## config.mk

```make
export PLATFORM = sky130hd
export DESIGN_NAME = bcs_ctrl
export DESIGN_NICKNAME = d
export VERILOG_FILES = /design/src/design/bcs_pkg.sv /design/src/design/bcs_ctrl.sv
export SDC_FILE = /design/constraint.sdc
export NUM_CORES = 1
export LEC_CHECK = 0
export BUFFER_PORTS_ARGS = -buffer_cell sky130_fd_sc_hd__buf_4
export CAP_MARGIN = 15
export CORE_MARGIN = 4
export CORE_UTILIZATION = 50
export DETAILED_ROUTE_END_ITERATION = 12
export PLACE_DENSITY_LB_ADDON = 0.15
export SETUP_SLACK_MARGIN = 0.5
export SYNTH_ARGS = -nofsm -noshare
export SYNTH_HDL_FRONTEND = slang
export SYNTH_SLANG_ARGS = --single-unit
```

## constraint.sdc

```tcl
create_clock -name i_clk -period 10.7 [get_ports i_clk]
set_input_delay 3.21 -clock i_clk [delete_from_list [all_inputs] [get_ports i_clk]]
set_output_delay 3.21 -clock i_clk [all_outputs]
set_load 0.02 [all_outputs]
```

## src/design/bcs_pkg.sv

```systemverilog
// ----------------------------------------------------------------------------
// bcs_pkg
// Shared types, constants and microcode decode for the box collision scanner.
// ----------------------------------------------------------------------------
package bcs_pkg;

    localparam int COORD_W    = 16;
    localparam int QUAT_W     = 16;
    localparam int VEC_W      = 3 * COORD_W;
    localparam int ROT_W      = 4 * QUAT_W;
    localparam int ID_PORT_W  = 16;
    localparam int CFG_IDX_W  = 2;
    localparam int CFG_DATA_W = 64;
    localparam int RAM_W      = 64;
    localparam int RAM_DEPTH  = 64;
    localparam int AW         = 6;
    localparam int MUL_W      = 32;
    localparam int SRC_W      = 5;

    // Scratch memory map.
    localparam logic [AW-1:0] A_T   = 6'd0;
    localparam logic [AW-1:0] A_HA  = 6'd3;
    localparam logic [AW-1:0] A_AXA = 6'd9;
    localparam logic [AW-1:0] A_AXB = 6'd18;
    localparam logic [AW-1:0] A_QA  = 6'd27;
    localparam logic [AW-1:0] A_QB  = 6'd31;
    localparam logic [AW-1:0] A_L   = 6'd35;
    localparam logic [AW-1:0] A_SQ  = 6'd38;
    localparam logic [AW-1:0] A_D   = 6'd39;
    localparam logic [AW-1:0] A_R   = 6'd45;

    localparam int LOAD_STEPS     = 17;
    localparam int MAT_LAST_STEP  = 35;
    localparam int AXIS_LAST_STEP = 51;
    localparam int AXIS_COUNT     = 15;

    localparam logic signed [RAM_W-1:0] Q_ONE  = 64'sd16384;
    localparam logic signed [RAM_W-1:0] ONE_28 = 64'sd268435456;
    localparam logic signed [RAM_W-1:0] RND_HALF = 64'sd8192;

    typedef enum logic [CFG_IDX_W-1:0] {
        CFG_KIND, CFG_FIRST, CFG_SECOND, CFG_ROT
    } t_cfg_idx;

    typedef enum logic [2:0] {
        OPK_NOP, OPK_LOAD, OPK_MAC, OPK_RND, OPK_ABSRND, OPK_ACC, OPK_CPY, OPK_TEST
    } t_opk;

    typedef enum logic [1:0] {
        INIT_KEEP, INIT_ZERO, INIT_ONE
    } t_init;

    typedef struct packed {
        t_opk             kind;
        t_init            init;
        logic             neg;
        logic             dbl;
        logic [AW-1:0]    ra;
        logic [AW-1:0]    rb;
        logic [AW-1:0]    dst;
        logic [SRC_W-1:0] src;
        logic             ov_en;
        logic             ov_box;
        logic             ov_diag;
    } t_uop;

    typedef struct packed {
        logic capture;
        logic exec;
        logic finish;
        t_uop op;
    } t_cmd;

    typedef struct packed {
        logic aabb_pair;
        logic item_last;
        logic out_full;
    } t_stat;

    // Round a Q28 value to Q14, half away from zero.
    function automatic logic signed [RAM_W-1:0] rnd14(input logic signed [RAM_W-1:0] v);
        logic signed [RAM_W-1:0] m;
        m = -v;
        if (v >= 0) begin
            return (v + RND_HALF) >>> 14;
        end
        return -((m + RND_HALF) >>> 14);
    endfunction

    function automatic logic signed [COORD_W-1:0] lane_c(input logic [VEC_W-1:0] v,
                                                         input int k);
        return $signed(v[k*COORD_W +: COORD_W]);
    endfunction

    function automatic logic signed [QUAT_W-1:0] lane_q(input logic [ROT_W-1:0] v,
                                                        input int k);
        return $signed(v[k*QUAT_W +: QUAT_W]);
    endfunction

    // Operand loads: t, extents of both boxes, then both quaternions.
    function automatic t_uop decode_load(input logic [AW-1:0] step);
        t_uop u;
        u = '0;
        u.kind = OPK_LOAD;
        u.src  = step[SRC_W-1:0];
        u.dst  = (step < 6'd9) ? step : step + 6'd18;
        return u;
    endfunction

    // Rotation matrix of one box: two products and one rounding per entry.
    function automatic t_uop decode_mat(input logic box, input logic [AW-1:0] step);
        t_uop u;
        logic [3:0] ent;
        logic [1:0] slot;
        logic one, n1, n2;
        logic [1:0] a1, b1, a2, b2;
        logic [AW-1:0] q;
        u    = '0;
        ent  = step[5:2];
        slot = step[1:0];
        q    = box ? A_QB : A_QA;
        one = 1'b0; n1 = 1'b0; n2 = 1'b0;
        a1 = 2'd0; b1 = 2'd0; a2 = 2'd0; b2 = 2'd0;
        // Quaternion offsets: w 0, x 1, y 2, z 3.
        case (ent)
            4'd0: begin one = 1'b1; n1 = 1'b1; a1 = 2'd2; b1 = 2'd2; n2 = 1'b1; a2 = 2'd3; b2 = 2'd3; end
            4'd1: begin a1 = 2'd1; b1 = 2'd2; a2 = 2'd0; b2 = 2'd3; end
            4'd2: begin a1 = 2'd1; b1 = 2'd3; n2 = 1'b1; a2 = 2'd0; b2 = 2'd2; end
            4'd3: begin a1 = 2'd1; b1 = 2'd2; n2 = 1'b1; a2 = 2'd0; b2 = 2'd3; end
            4'd4: begin one = 1'b1; n1 = 1'b1; a1 = 2'd1; b1 = 2'd1; n2 = 1'b1; a2 = 2'd3; b2 = 2'd3; end
            4'd5: begin a1 = 2'd2; b1 = 2'd3; a2 = 2'd0; b2 = 2'd1; end
            4'd6: begin a1 = 2'd1; b1 = 2'd3; a2 = 2'd0; b2 = 2'd2; end
            4'd7: begin a1 = 2'd2; b1 = 2'd3; n2 = 1'b1; a2 = 2'd0; b2 = 2'd1; end
            4'd8: begin one = 1'b1; n1 = 1'b1; a1 = 2'd1; b1 = 2'd1; n2 = 1'b1; a2 = 2'd2; b2 = 2'd2; end
            default: begin end
        endcase
        case (slot)
            2'd0: begin
                u.kind = OPK_MAC; u.init = one ? INIT_ONE : INIT_ZERO;
                u.neg = n1; u.dbl = 1'b1;
                u.ra = q + AW'(a1); u.rb = q + AW'(b1);
            end
            2'd1: begin
                u.kind = OPK_MAC; u.init = INIT_KEEP;
                u.neg = n2; u.dbl = 1'b1;
                u.ra = q + AW'(a2); u.rb = q + AW'(b2);
            end
            2'd2: begin
                u.kind = OPK_RND;
                u.dst = (box ? A_AXB : A_AXA) + AW'(ent);
                u.ov_en = 1'b1; u.ov_box = box;
                u.ov_diag = (ent == 4'd0) || (ent == 4'd4) || (ent == 4'd8);
            end
            default: begin end
        endcase
        return u;
    endfunction

    // One test axis: build L, its squared length, six projections, the radius
    // sum, then the projected center distance and the separation test.
    function automatic t_uop decode_axis(input logic [3:0] n, input logic [AW-1:0] step);
        t_uop u;
        logic [3:0] g;
        logic [1:0] slot;
        logic [3:0] m, ui, vi, j, r;
        logic [1:0] k, ka, kb;
        logic [AW-1:0] ub, vb;
        u    = '0;
        g    = step[5:2];
        slot = step[1:0];
        m    = n - 4'd6;
        ui   = (m >= 4'd6) ? 4'd2 : ((m >= 4'd3) ? 4'd1 : 4'd0);
        vi   = m - 4'(3 * ui);
        ub   = A_AXA + AW'(3 * ui);
        vb   = A_AXB + AW'(3 * vi);
        j    = g - 4'd4;
        r    = 4'((g - 4'd10) * 4) + 4'(slot);
        k    = g[1:0];
        ka   = 2'd1;
        kb   = 2'd2;
        case (k)
            2'd0: begin ka = 2'd1; kb = 2'd2; end
            2'd1: begin ka = 2'd2; kb = 2'd0; end
            2'd2: begin ka = 2'd0; kb = 2'd1; end
            default: begin end
        endcase
        case (g)
            4'd0, 4'd1, 4'd2: begin
                if (n < 4'd6) begin
                    if (slot == 2'd0) begin
                        u.kind = OPK_CPY;
                        u.ra = A_AXA + AW'(3 * n) + AW'(k);
                        u.dst = A_L + AW'(k);
                    end
                end else begin
                    case (slot)
                        2'd0: begin
                            u.kind = OPK_MAC; u.init = INIT_ZERO;
                            u.ra = ub + AW'(ka); u.rb = vb + AW'(kb);
                        end
                        2'd1: begin
                            u.kind = OPK_MAC; u.init = INIT_KEEP; u.neg = 1'b1;
                            u.ra = ub + AW'(kb); u.rb = vb + AW'(ka);
                        end
                        2'd2: begin
                            u.kind = OPK_RND; u.dst = A_L + AW'(k);
                        end
                        default: begin end
                    endcase
                end
            end
            4'd3: begin
                if (slot == 2'd3) begin
                    u.kind = OPK_ACC; u.dst = A_SQ;
                end else begin
                    u.kind = OPK_MAC;
                    u.init = (slot == 2'd0) ? INIT_ZERO : INIT_KEEP;
                    u.ra = A_L + AW'(slot); u.rb = A_L + AW'(slot);
                end
            end
            4'd4, 4'd5, 4'd6, 4'd7, 4'd8, 4'd9: begin
                if (slot == 2'd3) begin
                    u.kind = OPK_ABSRND; u.dst = A_D + AW'(j);
                end else begin
                    u.kind = OPK_MAC;
                    u.init = (slot == 2'd0) ? INIT_ZERO : INIT_KEEP;
                    u.ra = A_AXA + AW'(3 * j) + AW'(slot);
                    u.rb = A_L + AW'(slot);
                end
            end
            4'd10, 4'd11: begin
                if (r < 4'd6) begin
                    u.kind = OPK_MAC;
                    u.init = (r == 4'd0) ? INIT_ZERO : INIT_KEEP;
                    u.ra = A_HA + AW'(r); u.rb = A_D + AW'(r);
                end else if (r == 4'd6) begin
                    u.kind = OPK_ACC; u.dst = A_R;
                end
            end
            4'd12: begin
                if (slot == 2'd3) begin
                    u.kind = OPK_TEST; u.ra = A_R; u.rb = A_SQ;
                end else begin
                    u.kind = OPK_MAC;
                    u.init = (slot == 2'd0) ? INIT_ZERO : INIT_KEEP;
                    u.ra = A_T + AW'(slot); u.rb = A_L + AW'(slot);
                end
            end
            default: begin end
        endcase
        return u;
    endfunction

endpackage

```

## src/design/bcs_ctrl.sv

```systemverilog
// ----------------------------------------------------------------------------
// bcs_ctrl
// Sequencer: walks operand load, matrix build and the fifteen axis programs.
// ----------------------------------------------------------------------------
module bcs_ctrl
    import bcs_pkg::*;
(
    input  logic  i_clk,
    input  logic  i_rst_n,
    input  logic  i_accept,
    output logic  o_ready,
    input  t_stat i_stat,
    output t_cmd  o_cmd
);

    typedef enum logic [2:0] {
        S_IDLE, S_CHECK, S_LOAD, S_MAT, S_AXIS, S_FIN
    } t_state;

    t_state        r_state, n_state;
    logic [1:0]    r_sub, n_sub;
    logic [AW-1:0] r_step, n_step;
    logic [3:0]    r_outer, n_outer;

    always_comb begin
        n_state = r_state;
        n_sub   = r_sub;
        n_step  = r_step;
        n_outer = r_outer;
        o_cmd         = '0;
        o_cmd.capture = i_accept;
        case (r_state)
            S_IDLE: begin
                if (i_accept) begin
                    n_state = S_CHECK;
                    n_sub   = 2'd0;
                    n_step  = '0;
                    n_outer = '0;
                end
            end
            S_CHECK: begin
                n_state = i_stat.aabb_pair ? S_FIN : S_LOAD;
            end
            S_LOAD: begin
                o_cmd.op = decode_load(r_step);
                if (r_sub == 2'd2) begin
                    o_cmd.exec = 1'b1;
                    n_sub = 2'd0;
                    if (r_step == AW'(LOAD_STEPS - 1)) begin
                        n_step  = '0;
                        n_state = S_MAT;
                    end else begin
                        n_step = r_step + 1'b1;
                    end
                end else begin
                    n_sub = r_sub + 1'b1;
                end
            end
            S_MAT: begin
                o_cmd.op = decode_mat(r_outer[0], r_step);
                if (r_sub == 2'd2) begin
                    o_cmd.exec = 1'b1;
                    n_sub = 2'd0;
                    if (r_step == AW'(MAT_LAST_STEP)) begin
                        n_step = '0;
                        if (r_outer[0]) begin
                            n_outer = '0;
                            n_state = S_AXIS;
                        end else begin
                            n_outer = 4'd1;
                        end
                    end else begin
                        n_step = r_step + 1'b1;
                    end
                end else begin
                    n_sub = r_sub + 1'b1;
                end
            end
            S_AXIS: begin
                o_cmd.op = decode_axis(r_outer, r_step);
                if (r_sub == 2'd2) begin
                    o_cmd.exec = 1'b1;
                    n_sub = 2'd0;
                    if (r_step == AW'(AXIS_LAST_STEP)) begin
                        n_step = '0;
                        if (r_outer == 4'(AXIS_COUNT - 1)) begin
                            n_state = S_FIN;
                        end else begin
                            n_outer = r_outer + 1'b1;
                        end
                    end else begin
                        n_step = r_step + 1'b1;
                    end
                end else begin
                    n_sub = r_sub + 1'b1;
                end
            end
            S_FIN: begin
                // A closing word waits for the output register to drain.
                if (!i_stat.item_last || !i_stat.out_full) begin
                    o_cmd.finish = 1'b1;
                    n_state = S_IDLE;
                end
            end
            default: begin
                n_state = S_IDLE;
            end
        endcase
    end

    always_ff @(posedge i_clk) begin
        if (!i_rst_n) begin
            r_state <= S_IDLE;
            r_sub   <= '0;
            r_step  <= '0;
            r_outer <= '0;
        end else begin
            r_state <= n_state;
            r_sub   <= n_sub;
            r_step  <= n_step;
            r_outer <= n_outer;
        end
    end

    assign o_ready = (r_state == S_IDLE);

endmodule

```

==> flow_metrics.tcl <==
set metrics [dict create \
    worst-path-max-fanout 15 \
    multiInputGateArea_um2 2999 \
    period_share 0.7644 \
    ys_ff_latch 15 \
    cp_top_family "adder cells" \
    synth_flop_cell "dfxtp_1" \
    cts_setup_buffers 0 \
    wl_per_cell_um 18.13 \
    synth_top_family_by_area "compound AO/OA/AOI/OAI gates" \
    final_antenna_net_count 0 \
    cts-hold-fix-buffers 0 \
    gp_congestion 1.032 \
    netlist_instances 489 \
    period_needed_ps 8179 \
    synth-edff-count 0 \
    hold_violations 0 \
    switching_share 0.5190 \
    pwr-share-comb 0.647 \
    grt_setup_unrepaired "no" \
    worstMarginPinSlew_ps 1023 \
    drc 0 \
    synth_mux_area_frac 0.008754 \
    grt_pass1_wl_mm 17.80 \
    synthAdderAreaFrac 0.2710 \
    clock-sinks 15 \
    tns_ps 0 \
    totalWireLength_mm 11.02 \
    drv_slew 0 \
    fin_cells 608 \
    cts.root.buffer_cell "clkbuf_8" \
    cts_tree "built" \
    htree_levels 1 \
    yosys.area_share.simple 0.2125 \
    outcome "finished clean" \
    peakVddDrop_mv 0.1014 \
    first_global_vias 3603 \
    slew_headroom 0.3148 \
    mappedNetlistNets 567 \
    crit_path_end_kind "primary output" \
    cts_resized 0 \
    ff2ff_path_depth 7 \
    drv_cap 0 \
    worst_path_most_repeated_cell "ha_1" \
    power_frac_clock 0.123 \
    grt_max_degree 24 \
    holdPathEnd "r_sub[1]$_SDFFE_PN0P_" \
    worstReg2RegEnd "r_state[0]$_SDFFE_PN0P_" \
    setup_viol 0 \
    total_power_mw 0.4052 \
    core_area_um2 6869 \
    cp.buffers_inverters 4 \
    fin_nets 591 \
    synth.distinct_cells 62 \
    switchingPower_mw 0.2103 \
    viasPerCell 6.161 \
    pin_count 43 \
    antenna_found_initial 0 \
    finalCoreUtilization 0.5743 \
    worstHoldPathCells 2 \
    seqPwrFrac 0.230 \
    avgSynthCellArea_um2 7.308 \
    reg2reg_from "r_step[2]$_SDFFE_PN0P_" \
    clkTransAtPathRegs_ps 70 \
    area_delta_synth_final_pct 10.40 \
    fin_skew_ps 8.188 \
    dp_cells 604 \
    clkLatencyLatePin_ps 260 \
    worstSetupPathType "reg2out" \
    hpwl_mm 8.621 \
    worstPathRequired_ps 7490 \
    first_pass_iters 5 \
    start_util 0.5202 \
    num_vias 3746 \
    max_freq_mhz 122.3 \
    yosysSeqAreaShare 0.08403 \
    powerDensity_nw_per_um2 102.7 \
    die_w_um 92.54 \
    worstPathArrival_ps 4970 \
    die_area_um2 8564 \
    io_buffers 42 \
    p_int_mw 0.1949 \
    final_area_um2 3945 \
    fin_worst_hold_slack_ps 489.8 \
    postPlaceCellArea_um2 3896 \
    synth-compound-area-share 0.2808 \
    cts_buffer_depth 2 \
    cts_buffers 3 \
    max_stage_delay_ps 750 \
    syn-cell-area_um2 3573 \
    antennaDiodeCount 0 \
    final_layout_size_suffix_gt1_frac 0.1211 \
    reg2reg_slack_ps 7330 \
    ys.warnings.count 0 \
    synthXorXnorAreaFrac 0.06618 \
    drtIter0Drc 242 \
    slowest_stage "dfxtp_1" \
    worstSetupStartpointType "flop" \
    crit_chain "inv_1, ha_1, nand2b_1, a21o_1, nor2_1, ha_1, inv_1, fa_1, xor2_1, ha_1, ha_1, inv_1, fa_1, nand3b_1, xor2_1, a21oi_1, o22ai_1, buf_4" \
    rows 30 \
    globalRouteOverflowTotal 0 \
    place_ws_ps 2767 \
    regArea_um2 300.3 \
    worstHoldStart "r_sub[1]$_SDFFE_PN0P_" \
    fillerInstances 683 \
    track_usage 0.2535 \
    die_h_um 92.54 \
    hp-class "reg2reg" \
    synthArstFlopShare 0 \
    p_leak_nw 1.752 \
    fin_ws_ps 2521 \
]
kinds of logic after synthesis:
| group | after synthesis |
|---|---|
| AO/OA/AOI/OAI | 154 |
| buffers and inverters | 66 |
| adder cells (fa/ha/maj) | 72 |
| flip-flops | 15 |
| XOR/XNOR | 27 |
| AND/OR/NAND/NOR | 152 |
| multiplexers | 3 |
power by group through the flow:
stage | registers [mW] | logic [mW] | clock network, mW
after floorplan | 0.0744 | 0.206 | 0
after CTS | 0.0924 | 0.261 | 0.0511
after detailed placement | 0.0939 | 0.259 | 0
after global placement | 0.0931 | 0.257 | 0
final | 0.0933 | 0.262 | 0.0498
after global routing | 0.0965 | 0.289 | 0.0531
synth_stat cells (all sizes together), types with 4 or more instances:
| cell | instances | area, µm² |
|---|---|---|
| nor3 | 15 | 80.08 |
| inv | 43 | 161.4 |
| or3 | 8 | 50.05 |
| nor2b | 10 | 62.56 |
| and2 | 6 | 37.54 |
| xor2 | 11 | 96.34 |
| ha | 63 | 788.3 |
| nor2 | 32 | 122.6 |
| a31oi | 5 | 31.28 |
| a21oi | 49 | 245.2 |
| nand3 | 10 | 50.05 |
| fa | 9 | 180.2 |
| a221oi | 8 | 87.59 |
| clkbuf | 12 | 45.04 |
| o22ai | 5 | 31.28 |
| a221o | 4 | 40.04 |
| o211ai | 7 | 52.55 |
| nand3b | 5 | 37.54 |
| o21ai | 43 | 215.2 |
| nand2b | 4 | 25.02 |
| a21o | 9 | 67.56 |
| xnor2 | 16 | 140.1 |
| dfxtp | 15 | 300.3 |
| buf | 11 | 67.56 |
| or2 | 4 | 25.02 |
| nand2 | 46 | 175.2 |
sequential cells by signal (all words and copies together) (netlist names):
register	cells
r_state	3
r_outer	4
r_step	6
r_sub	2
layer usage:
metal	track usage	routed length, µm	vias to the layer above
met5	0	0	-
met1	0.3371	4784	1756
met2	0.4242	5104	178
met4	0.08045	318	0
li1	-	-	1783
met3	0.03168	813	29
area by class of cell:
class / instances / share of cell area
clock buffers: 3 / 0.01047
clock inverters: 1 / 0.001903
inverters: 43 / 0.04091
multi-input cells: 408 / 0.7602
flip-flops and latches: 15 / 0.07612
well taps: 96 / 0.03045
repair buffers: 42 / 0.07992
cells in the final DEF (no fill, tap or decap), types with 6 or more instances in the layout:
| cell | synthesis | routed |
|---|---|---|
| a221oi_1 | 7 | 7 |
| or3_1 | 8 | 8 |
| and2_1 | 6 | 6 |
| xnor2_1 | 16 | 16 |
| o21ai_0 | 42 | 42 |
| nor2b_1 | 10 | 10 |
| buf_4 | 3 | 42 |
| o211ai_1 | 7 | 7 |
| fa_1 | 9 | 9 |
| nand2_1 | 45 | 45 |
| a21oi_1 | 49 | 49 |
| a21o_1 | 9 | 9 |
| xor2_1 | 11 | 11 |
| nor3_1 | 14 | 14 |
| ha_1 | 63 | 63 |
| dfxtp_1 | 15 | 15 |
| nand3_1 | 10 | 10 |
| inv_1 | 43 | 43 |
| nor2_1 | 31 | 31 |
worst max path at each step:
stage / start / end / slack, ps / cells after the start
2_1_floorplan: r_outer[0]$_SDFFE_PN0P_ / o_cmd[19] / 3240 / 16
3_3_place_gp: r_outer[0]$_SDFFE_PN0P_ / o_cmd[18] / 2960 / 18
3_5_place_dp: r_outer[0]$_SDFFE_PN0P_ / o_cmd[18] / 2770 / 18
4_1_cts: r_outer[0]$_SDFFE_PN0P_ / o_cmd[18] / 2460 / 18
5_1_grt: r_outer[0]$_SDFFE_PN0P_ / o_cmd[19] / 2030 / 17
6_report: r_outer[0]$_SDFFE_PN0P_ / o_cmd[18] / 2520 / 18
worst reg2reg max path, delay by kind of cell, from the launching register on:
family	cells	cell delay, ps
compound gates	2	880
simple gates	3	820
fa+ha+maj	1	620
flops	1	520
buf+inv	1	420
(Power assumes the default switching activity.)
